File: src/sv/pecg_div.sv
// pipelined restoring divider, one quotient bit per stage, with sideband
module pecg_div #(
    parameter int NW = 8,
    parameter int DW = 4,
    parameter int QW = 4,
    parameter int PW = 1
) (
    input  logic          i_clk,
    input  logic          i_rst_n,
    input  logic          i_en,
    input  logic          i_vld,
    input  logic [NW-1:0] i_n,
    input  logic [DW-1:0] i_d,
    input  logic [PW-1:0] i_side,
    output logic          o_vld,
    output logic [QW-1:0] o_q,
    output logic          o_ovf,
    output logic [PW-1:0] o_side
);
    localparam int HW = NW - QW;
    localparam int CW = (HW > DW) ? HW : DW;

    logic          r_vld  [0:QW];
    logic [DW-1:0] r_rem  [0:QW];
    logic [QW-1:0] r_lo   [0:QW];
    logic [QW-1:0] r_q    [0:QW];
    logic [DW-1:0] r_d    [0:QW];
    logic          r_ovf  [0:QW];
    logic [PW-1:0] r_side [0:QW];

    logic [CW-1:0] w_h;
    logic [CW-1:0] w_dx;

    assign w_h  = CW'(i_n[NW-1:QW]);
    assign w_dx = CW'(i_d);

    always_ff @(posedge i_clk) begin
        if (!i_rst_n) begin
            r_vld[0] <= 1'b0;
        end else if (i_en) begin
            r_vld[0] <= i_vld;
        end
    end

    // quotient too wide when the high part already reaches the divisor
    always_ff @(posedge i_clk) begin
        if (i_en) begin
            r_rem[0]  <= w_h[DW-1:0];
            r_lo[0]   <= i_n[QW-1:0];
            r_q[0]    <= '0;
            r_d[0]    <= i_d;
            r_ovf[0]  <= (w_h >= w_dx);
            r_side[0] <= i_side;
        end
    end

    for (genvar k = 1; k <= QW; k++) begin : g_stage
        logic [DW:0] w_t;
        logic        w_ge;

        assign w_t  = {r_rem[k-1], r_lo[k-1][QW-1]};
        assign w_ge = (w_t >= {1'b0, r_d[k-1]});

        always_ff @(posedge i_clk) begin
            if (!i_rst_n) begin
                r_vld[k] <= 1'b0;
            end else if (i_en) begin
                r_vld[k] <= r_vld[k-1];
            end
        end

        always_ff @(posedge i_clk) begin
            if (i_en) begin
                r_rem[k]  <= w_ge ? DW'(w_t - {1'b0, r_d[k-1]}) : DW'(w_t);
                r_lo[k]   <= r_lo[k-1] << 1;
                r_q[k]    <= {r_q[k-1][QW-2:0], w_ge};
                r_d[k]    <= r_d[k-1];
                r_ovf[k]  <= r_ovf[k-1];
                r_side[k] <= r_side[k-1];
            end
        end
    end

    assign o_vld  = r_vld[QW];
    assign o_q    = r_q[QW];
    assign o_ovf  = r_ovf[QW];
    assign o_side = r_side[QW];

endmodule

File: config.mk
export PLATFORM = sky130hd
export DESIGN_NAME = pecg_div
export DESIGN_NICKNAME = d
export VERILOG_FILES = /design/src/sv/pecg_div.sv
export SDC_FILE = /design/constraint.sdc
export NUM_CORES = 1
export LEC_CHECK = 0
export CAP_MARGIN = 25
export CORE_UTILIZATION = 62
export DETAILED_ROUTE_END_ITERATION = 8
export DONT_BUFFER_PORTS = 1
export GPL_ROUTABILITY_DRIVEN = 0
export HOLD_SLACK_MARGIN = 0.06
export PLACE_DENSITY_LB_ADDON = 0.1
export SETUP_SLACK_MARGIN = 0.2
export SYNTH_ARGS = -nofsm -noshare
export SYNTH_HDL_FRONTEND = slang
export SYNTH_SLANG_ARGS = --single-unit
File: constraint.sdc
create_clock -name i_clk -period 2.3 [get_ports i_clk]
set_input_delay 0 -clock i_clk [delete_from_list [all_inputs] [get_ports i_clk]]
set_output_delay 0 -clock i_clk [all_outputs]
set_load 0.02 [all_outputs]
Yosys cells after proc, flatten, opt, wreduce, memory -nomap -nowiden
Memory sizes are Yosys's and may differ from the RTL's.
Index checks and enable logic that the tools add are counted.

operators by class
  muxes and demuxes = 14
  div/mod/pow operators = 0
  reduce and logical (&&, ||, !) cells = 0
  equality and inequality tests = 0
  shift-type cells = 0
  $lt $le $gt $ge = 5
  $mul = 0
  $add $sub $neg = 4
  bitwise logic cells = 5

operator list
  operator       count
  $ge A5 B4 Y1   4
  $mux W4        4
  $sub A4 B4 Y4  4
  $mux W1        10
  $or A1 B1 Y1   5
  $ge A4 B4 Y1   1

word-level totals
  memory bits (writable) = 95
  memory bits (read-only) = 0
  register bits after elaboration = 0
  memories kept = 7
  output and inout bits = 7
  bits in latches = 0
  input port bits = 17

memory list
  name         depth  bits a word  read ports  clocked after Yosys merged registers in  write ports  line  source
  r_d          5      4            4           0                                        5            27    logic [DW-1:0] r_d [0:QW];
  r_lo         5      4            4           0                                        5            25    logic [QW-1:0] r_lo [0:QW];
  r_q          5      4            5           0                                        5            26    logic [QW-1:0] r_q [0:QW];
  r_rem        5      4            4           0                                        5            24    logic [DW-1:0] r_rem [0:QW];
  r_ovf        5      1            5           0                                        5            28    logic r_ovf [0:QW];
  r_side       5      1            5           0                                        5            29    logic [PW-1:0] r_side [0:QW];
  +1 memories  -      -            -           -                                        -            -

Depth between registers and ports, before layout
Gate-level depths: netlist (run 1).

  depth after elaboration = 4
  gate-level depth with buffers = 6
  gate-level depth less buffers = 6

Least setup slack after synthesis (run 1)
No wires, ideal clock.

  path kind = flip-flop to flip-flop
  start = memory r_rem[0][1]
  end = memory r_rem[1][2] (netlist: r_rem[0][6]) (data pin)
  cell stages (with the launch flop) = 6
  library setup time = 0.260 ns
  path slack = 0.667 ns
  arrival = 1.373 ns
  path through = edfxtp_1 > ha_1 > nand4_1 > nand2_1 > nor2_4 > mux2_4

RTL lines
  what                line
  start: declaration  24

==> summary.md, run 1 <==
| Metric | Value |
|---|---|
| Antenna diodes | 0 |
| Share of layout cells above drive strength 1 | 10.6% |
| Worst-path maximum fanout | 4 |
| Final setup margin | 480 ps |
| Vias per inst | 5.54 |
| Clock transition at the registers of the reported paths | 70 ps |
| EDFF count, synth | 66 |
| Post-synthesis register bit count | 67 |
| Inst Count DP | 236 |
| Die Y | 70.3 um |
| Die width | 70.3 um |
| Post-CTS Repair Setup Buffers | 0 |
| Post-DP HPWL | 2550 um |
| CTS tree | done |
| CP required | 2380 ps |
| Initial antenna violation count | 0 |
| Fill cells | 287 |
| Cts bufs inserted | 9 |
| Final worst path period need | 1820 ps |
| Area Overhead vs Synth | 14.5% |
| RSZ-0062 raised after global routing | false |
| VDD IR max | 0.518 mV |
| Count leader, synth | edfxtp_1 |
| Status | completed |
| Port Buffers | 0 |
| Hold crit path type | in2reg |
| Initial Util | 65.5% |
| Most frequent cells after synthesis | 66 x edfxtp_1, 27 x inv_1, 20 x ha_1, 14 x nor2_1, 7 x mux2i_1 |
| DR DRC count | 0 |
| Syn Nets | 228 |
| Setup Slack @ Placement | 508 ps |
| Power Dens Cells | 907 mW/mm^2 |
| Mean Syn Cell Area | 15.4 um^2 |
| Clk buf depth | 2 |
| First-pass GRT wire length | 7050 um |
| Highest Clock Rate | 549 MHz |
| Area leader, netlist | edfxtp_1 |
| CTS root buf | clkbuf_8 |
| FFs w/ async S/R, synth | 0% |
| Final Util | 75.0% |
| Setup TNS | 0 ps |
| Hold Vio Cnt, Final | 0 |
| Cells after synthesis | 188 |
| Crit. End Element | flip-flop |
| Rel. slew slack | 79.0% |
| Gr usage total | 19.7% |
| Initial DRC Count | 50 |
| Final setup violation count | 0 |
| Total of max-cap violations | 0 |
| Later-pin clock latency in the skew report | 330 ps |
| LEAKAGE | 0.00133 uW |
| Htree depth | 3 |
| Via count | 1,485 |
| Ys flop type | edfxtp_1 |
| Crit path DAT | 1910 ps |
| Routed Wire Length | 4180 um |
| FP Rows | 24 |
| Synth top area cells | edfxtp_1 69%, ha_1 8.7%, inv_1 3.5% |
| Non-Filler Instances | 268 |
| Synth top area share | 68.5% |
| Synth Cell Area | 0.00289 mm^2 |
| Total grt overflow | 0 |
| Layout Skew | 5.10 ps |
| Final #Nets | 251 |
| Full die area | 0.00494 mm^2 |
| DR pass1 iterations | 4 |
| Core Region | 0.00441 mm^2 |
| Drt wl/cell | 15.6 um |
| Vias in the first global route | 1,636 |
| Seq/Total Area, Yosys | 69.2% |
| Slew Limit Fails | 0 |
| Fin crit share | 79.2% |
| Detail Route Antenna Nets | 0 |
| Netlist cell types | 24 |
| Largest net degree at the start of global routing | 69 |
| Synth warn | 0 |
| Actual slew at the worst max-slew pin | 315 ps |
| Startpoint types | flip-flop |
| WS Path Type | reg2reg |
| # clock sinks | 67 |
| Io pins | 24 |
-- state kept, by name, summed over array words and instances, names as in the netlist --
signal / cells
r_d: 16
r_lo: 10
r_ovf: 5
r_q: 10
r_rem: 16
r_side: 5
r_vld: 5
-- report_power, final --
group | switching, uW | internal, uW | total [uW]
Sequential | 60.0 | 1500 | 1560
Combinational | 224 | 196 | 420
Clock | 419 | 601 | 1020
Total | 703 | 2300 | 3000
-- cell families (layout without fill, tap and decap cells) --
logic type / count (synthesis) / after routing / synth area share (%)
AND/OR/NAND/NOR: 39 / 39 / 7.23
AO/OA/AOI/OAI: 15 / 15 / 3.38
XOR/XNOR: 3 / 3 / 0.909
multiplexers: 10 / 10 / 3.98
buffers and inverters: 31 / 59 / 4.54
adder cells (fa/ha/maj): 23 / 23 / 10.7
flip-flops: 67 / 67 / 69.2
-- per-layer routing --
layer	GRT usage, %	part of all wire [%]	vias up	routed length (um)
met5	0	0	-	0
met1	18.4	35	709	1470
met2	36.9	58	47	2400
met4	13.6	3.9	0	163
met3	4.76	3.2	15	135
li1	-	-	714	-
-- placed cells by master, fill, tap and decap left out, drive strengths merged --
master,instances
clkbuf,10
bufinv,2
clkinvlp,1
clkinv,3
nand2,3
edfxtp,66
a211o,1
mux2i,7
mux2,3
nand2b,5
inv,27
buf,1
dfxtp,1
nor2b,1
and3,4
dlygate4sd3,15
nor2,17
nor3,6
fa,3
xnor2,3
nand4,3
a21o,2
a21boi,1
ha,20
o21ai,4
a21oi,7
-- critical path, stage by stage, from the launching register on --
cell and delay (ps):
edfxtp_1 410, ha_1 380, nand4_1 130, nand2_1 130, nor2_4 200, mux2_4 310
-- what timing repair did --
action,4_1_cts,5_1_grt
hold buffers,16,0
hold endpoints to repair,85,0
resized for setup,0,0
-- final timing paths --
| check | slack (ps) | end | depth (start not counted) | startpoint |
|---|---|---|---|---|
| worst min-delay path | 70 | r_rem[0][3] | 1 | i_en |
| worst max-delay path | 480 | r_rem[0][6] | 5 | r_rem[0][1] |
| worst max register to register | 480 | r_rem[0][6] | 5 | r_rem[0][1] |
| worst min register to register | 420 | r_side[0][4] | 0 | r_side[0][3] |
-- layout make-up --
type                       count  area, um^2  area share, %
sequential                    67        2000           60.4
multi-input combinational     90         758           22.9
timing repair buffer          16         178           5.36
clock buffer                  10         128           3.85
inverter                      27         101           3.06
clock inverter                 6        80.1           2.42
tap                           52        65.1           1.96
-- through the flow --
step	area [um^2]	total power [uW]	hold slack, ps
after floorplan	2890	1880	98.9
after global placement	2930	1920	98.9
after detailed placement	2930	1960	98.9
after CTS	3310	3010	75.4
after global routing	3310	3130	73.6
final	3310	3000	71.7
No activity file was read; power rests on OpenSTA's default activity.
==> run 2: changes to the inputs <==
- ABC_AREA: default -> 1
- CORE_UTILIZATION: 62 -> 56
- clock period: 2.3 -> 1.6 ns (I/O delays scaled with it)
==> run 2 against run 1 <==
The flow now finishes with violations (negative hold slack). Worst setup slack worse by 390 ps. Fmax is 20% higher. Sequential share of layout area is 8.2 points lower. Register-to-register slack worse by 390 ps. Total power is 47% higher. Design area is 16% higher. Sequential power is 46% higher. Critical path depth stayed put. Clock skew hardly changed. Die area is 16% higher. First-iteration DRC count is 110% higher. Critical endpoint unchanged.
==> summary.md, run 2 <==
| Metric | Value |
|---|---|
| Failing checks | negative hold slack |
| Most frequent cells after synthesis | 66 x edfxtp_1, 46 x inv_1, 38 x nand2_1, 20 x ha_1, 15 x nand3_1 |
| Switching power | 1230 uW |
| RSZ-0062 raised after global routing | true |
| DR pass1 iterations | 4 |
| Min Hold Slack | -229 ps |
| Area leader, netlist | edfxtp_1 |
| Clock transition at the registers of the reported paths | 70 ps |
| Seq pwr share | 51.4% |
| Vias per inst | 4.86 |
| Compound-Gate Fraction of Synth Area | 1.07% |
| Drt wl/cell | 13.1 um |
| Ys flop type | edfxtp_1 |
| Cts bufs inserted | 9 |
| Logic pwr share | 21.5% |
| Crit path DAT | 1620 ps |
| Switch share | 27.9% |
| Share of layout cells above drive strength 1 | 29.3% |
| Via count | 1,736 |
| Synth Area in Adders | 10.2% |
| Biggest regs | r_d x16, r_rem x16 |
| Detail Route Antenna Nets | 0 |
| Status | finished with violations |
| CTS root buf | clkbuf_8 |
| Gr usage total | 17.9% |
| Full die area | 0.00573 mm^2 |
| Die Y | 75.7 um |
| CP required | 1700 ps |
| Placed cell area | 0.00317 mm^2 |
| Netlist cell types | 19 |
| Initial DRC Count | 103 |
| Clk pwr share | 27.0% |
| Clk buf depth | 2 |
| Vias in the first global route | 1,710 |
| Simple-Gate Fraction of Synth Area | 15.3% |
| LEAKAGE | 0.00159 uW |
| Post-DP HPWL | 2710 um |
| Synth top area cells | edfxtp_1 65%, ha_1 8.2%, inv_1 5.7% |
| CTS tree | done |
| Total grt overflow | 0 |
| # clock sinks | 67 |
| Fin crit share | 94.5% |
| Initial Util | 58.8% |
| Synth warn | 0 |
| Int Pwr | 3190 uW |
| Commonest non-fill, non-tap cell in the layout | edfxtp_1 |
| Port Buffers | 0 |
| Cells after synthesis | 237 |
| Routed Wire Length | 4660 um |
| Seq/Total Area, Yosys | 65.9% |
| Io pins | 24 |
| Final instance area | 0.00383 mm^2 |
| Synth top area share | 65.2% |
| Count leader, synth | edfxtp_1 |
| Later-pin clock latency in the skew report | 340 ps |
| Mean Syn Cell Area | 12.8 um^2 |
| Setup Slack @ Placement | 83.3 ps |
| Largest family of logic cells by synthesized area | simple AND/OR/NAND/NOR gates |
| Mux cell area share after synthesis | 0% |
| First-pass GRT wire length | 7050 um |
| Final #Nets | 322 |
| VDD IR max | 0.736 mV |
| Post-synthesis register bit count | 67 |
| Hold crit path type | in2reg |
| Largest net degree at the start of global routing | 66 |
| Die width | 75.7 um |
| Worst-path maximum fanout | 2 |
| Final setup margin | 87.6 ps |
| Total of max-cap violations | 0 |
| Actual slew at the worst max-slew pin | 236 ps |
| Area Overhead vs Synth | 26.0% |
| Final Util | 74.0% |
| Highest Clock Rate | 661 MHz |
| Crit. End Element | flip-flop |
| Fill cells | 316 |
| Layout Skew | 5.32 ps |
| FFs w/ async S/R, synth | 0% |
| FP Rows | 26 |
| Final worst path period need | 1510 ps |
| Commonest non-fill, non-tap cells in the layout | 66 x edfxtp_1, 36 x inv_1, 28 x nand2_1 |
| Rel. slew slack | 84.2% |
| Core Region | 0.00517 mm^2 |
| Initial antenna violation count | 0 |
| Startpoint types | flip-flop |
| Antenna diodes | 0 |
| EDFF count, synth | 66 |
| Synth Cell Area | 0.00304 mm^2 |
| Syn Nets | 277 |
| Hold buffers post-CTS | 19 |
| DR DRC count | 0 |
| Setup TNS | 0 ps |
| WS Path Type | reg2reg |
| Power Dens Cells | 1160 mW/mm^2 |
| Htree depth | 3 |
| Final setup violation count | 0 |
| Hold Vio Cnt, Final | 62 |
| Post-synthesis xor/xnor area fraction | 0.865% |
| Slew Limit Fails | 0 |
==> run 2: cell count changes after synthesis, sizes merged, moves of 4 or more <==
cell and change:
nand2 +41, inv +19, nand3 +15, mux2i -7
nor3 -6, nand2b -5, and3 -4
==> run 2: what timing repair did <==
| item | CTS | global route |
|---|---|---|
| setup endpoints to repair | 15 | 15 |
| pin swaps | 20 | 12 |
| buffers inserted | 14 | 4 |
| gates resized for setup | 22 | 15 |
| endpoints found under the hold margin | 85 | 62 |
==> run 2: path summary, 6_finish.rpt <==
| path | startpoint | to | slack (ps) | cells past startpoint |
|---|---|---|---|---|
| worst max-delay path | r_d[0][0] | r_rem[0][6] | 90 | 5 |
| worst max register to register | r_d[0][0] | r_rem[0][6] | 90 | 5 |
| worst min register to register | r_lo[0][2] | r_lo[0][7] | 420 | 0 |
| worst min-delay path | i_en | r_rem[0][1] | -230 | 0 |
==> run 2: stage by stage <==
stage | total power [uW] | instances
after global routing | 4650 | 357
after CTS | 4380 | 353
final | 4430 | 357
after detailed placement | 3010 | 304
after global placement | 2970 | 304
after floorplan | 2870 | 237
==> run 2: routing by layer <==
metal  part of all wire, %  global-route usage (%)  wire length, um  vias to the layer above
met3                   2.6                    5.95              122                        6
met5                     0                       0                0                        -
met1                    40                    17.9             1850                      820
li1                      -                       -                -                      882
met2                    56                    33.1             2610                       28
met4                   1.8                    9.26               83                        0
==> run 2: area by class of cell <==
| type | instances | area, um^2 | area share, % |
|---|---|---|---|
| multi-input cells | 120 | 1060 | 27.7 |
| flip-flops and latches | 67 | 2000 | 52.3 |
| clock inverters | 7 | 45.0 | 1.18 |
| repair buffers | 38 | 337 | 8.79 |
| inverters | 46 | 173 | 4.51 |
| well taps | 70 | 87.6 | 2.29 |
| clock buffers | 9 | 124 | 3.24 |
==> run 2: cells by family after synthesis <==
family / count (synthesis)
AOI/OAI and AO/OA: 6
xor gates and xnor gates: 3
adders and majority gates: 23
buffers and inverters: 50
DFF: 67
and+or+nand+nor: 88
==> run 2: critical path, cell delays in order (launching register included) <==
cell      delay, ps
edfxtp_1        430
ha_4            190
fa_1            380
xnor2_1         150
nand2_1          80
nand2_1          50
==> run 2: power by group through the flow <==
stage | combinational, uW | clock, uW | sequential, uW
floorplan | 604 | 0 | 2270
global placement | 668 | 0 | 2310
detailed placement | 691 | 0 | 2310
CTS | 878 | 1230 | 2280
global route | 1060 | 1290 | 2300
finish | 953 | 1200 | 2280
==> run 3: changes to the inputs <==
- ABC_AREA: 1 -> default
==> run 3 against run 2 <==
The flow finishes with violations (negative hold slack, negative setup slack). Total power grew 16%. Clock skew is essentially flat. Fmax shrank 7.3%. Sequential share of layout area shrank 2.7 points. Worst setup slack lost 120 ps. Combinational power grew 19%. Critical endpoint unchanged.
==> summary.md, run 3 (synthesis results as in run 1) <==
| Metric | Value |
|---|---|
| Full die area | 0.00545 mm^2 |
| DR pass1 iterations | 4 |
| Rel. slew slack | 84.3% |
| CTS tree | done |
| Final worst path period need | 1630 ps |
| Initial Util | 59.6% |
| Vias in the first global route | 1,808 |
| FP Rows | 25 |
| Min Hold Slack | -229 ps |
| Hold Vio Cnt, Final | 62 |
| Hold crit path type | in2reg |
| Drt wl/cell | 17.2 um |
| Share of layout cells above drive strength 1 | 44.6% |
| Hold buffers post-CTS | 21 |
| Port Buffers | 0 |
| Die width | 73.9 um |
| Antenna diodes | 0 |
| VDD IR max | 0.885 mV |
| Cts bufs inserted | 9 |
| Slew Limit Fails | 0 |
| Final instance area | 0.00404 mm^2 |
| Later-pin clock latency in the skew report | 340 ps |
| Via count | 1,685 |
| Routed Wire Length | 5590 um |
| Actual slew at the worst max-slew pin | 236 ps |
| CTS root buf | clkbuf_8 |
| Largest net degree at the start of global routing | 69 |
| Fin crit share | 102% |
| Vias per inst | 5.18 |
| Worst-path maximum fanout | 3 |
| Highest Clock Rate | 613 MHz |
| Layout Skew | 5.18 ps |
| Detail Route Antenna Nets | 0 |
| Die Y | 73.9 um |
| Post-DP HPWL | 2640 um |
| Commonest non-fill, non-tap cell in the layout | edfxtp_1 |
| Status | finished with violations |
| Initial antenna violation count | 0 |
| Crit path DAT | 1730 ps |
| Io pins | 24 |
| Area Overhead vs Synth | 39.7% |
| Total grt overflow | 0 |
| WS Path Type | reg2reg |
| Final setup margin | -32.4 ps |
| Total of max-cap violations | 0 |
| Crit. End Element | flip-flop |
| Clock transition at the registers of the reported paths | 80 ps |
| Htree depth | 3 |
| Placed cell area | 0.00305 mm^2 |
| Gr usage total | 22.3% |
| Final setup violation count | 6 |
| Final #Nets | 293 |
| CP required | 1700 ps |
| Power Dens Cells | 1270 mW/mm^2 |
| Biggest regs | r_d x16, r_rem x16 |
| Clk buf depth | 2 |
| # clock sinks | 67 |
| Commonest non-fill, non-tap cells in the layout | 66 x edfxtp_1, 26 x buf_4, 21 x dlygate4sd3_1 |
| Core Region | 0.00485 mm^2 |
| RSZ-0062 raised after global routing | true |
| Startpoint types | flip-flop |
| DR DRC count | 0 |
| LEAKAGE | 0.00159 uW |
| Initial DRC Count | 95 |
| Failing checks | negative hold slack, negative setup slack |
| First-pass GRT wire length | 8250 um |
-- run 3: cell count changes in the layout (fill, tap and decap cells not counted), moves of 4 or more --
| cell | change |
|---|---|
| nand2_1 | -28 |
| nand2b_4 | +4 |
| buf_6 | +10 |
| nor2_2 | +5 |
| nand2_2 | -4 |
| nor2_1 | -7 |
| nand3_1 | -14 |
| nand2_4 | -9 |
| inv_1 | -22 |
| nor3_2 | +5 |
| and3_1 | +4 |
| buf_4 | +8 |
| mux2i_1 | +7 |
-- run 3: final cells by class --
cell class	count	area, um^2
tap	67	83.8
multi-input combinational	90	1070
sequential	67	2000
clock inverter	7	124
clock buffer	9	124
fill	235	810
timing repair buffer	58	529
inverter	27	101
-- run 3: repair_timing --
| action | CTS | global route |
|---|---|---|
| hold endpoints to repair | 85 | 62 |
| pin swaps | 24 | 13 |
| resized for setup | 60 | 9 |
| setup buffers | 20 | 9 |
| endpoints found under the setup margin | 16 | 17 |
-- run 3: where the power goes --
| group | switching (uW) | total (uW) | leakage [uW] | internal, uW |
|---|---|---|---|---|
| clock | 677 | 1730 | 0.000120 | 1050 |
| sequential | 108 | 2270 | 0.000654 | 2160 |
| combinational | 487 | 1130 | 0.000815 | 641 |
| total | 1270 | 5120 | 0.00159 | 3850 |
-- run 3: critical path, cell delays in order, from the launching register on --
cell and delay (ps):
edfxtp_1 460, ha_4 320, o21ai_4 60, a21oi_4 190, nor2_4 70, mux2_4 290
-- run 3: routing by layer --
metal / vias to the layer above / global-route usage [%] / share of wire [%]
met3: 18 / 6.86 / 3.3
met4: 0 / 10.0 / 3.3
met2: 42 / 42.9 / 57
met1: 821 / 21.3 / 37
li1: 804 / - / -
met5: - / 0 / 0
-- run 3: worst paths after layout --
path	start	slack, ps	endpoint	cells after the start
worst min register to register	r_side[0][1]	420	r_side[0][2]	0
worst min-delay path	i_en	-230	r_ovf[0]	0
worst max-delay path	r_rem[0][2]	-30	r_rem[0][6]	5
worst max register to register	r_rem[0][2]	-30	r_rem[0][6]	5
-- run 3: per-stage QoR --
step / std cells / worst slack (ps) / util (%) / power, uW / TNS [ps]
after floorplan: 188 / 10.2 / - / 2750 / 0
after global placement: 259 / -14.5 / 63.0 / 2860 / -28.5
after CTS: 316 / -20.5 / 81.2 / 4990 / -29.2
after detailed placement: 259 / -79.5 / 63.0 / 2920 / -333
after global routing: 325 / -92.0 / 83.3 / 5320 / -542
final: 325 / -32.4 / 83.3 / 5120 / -112
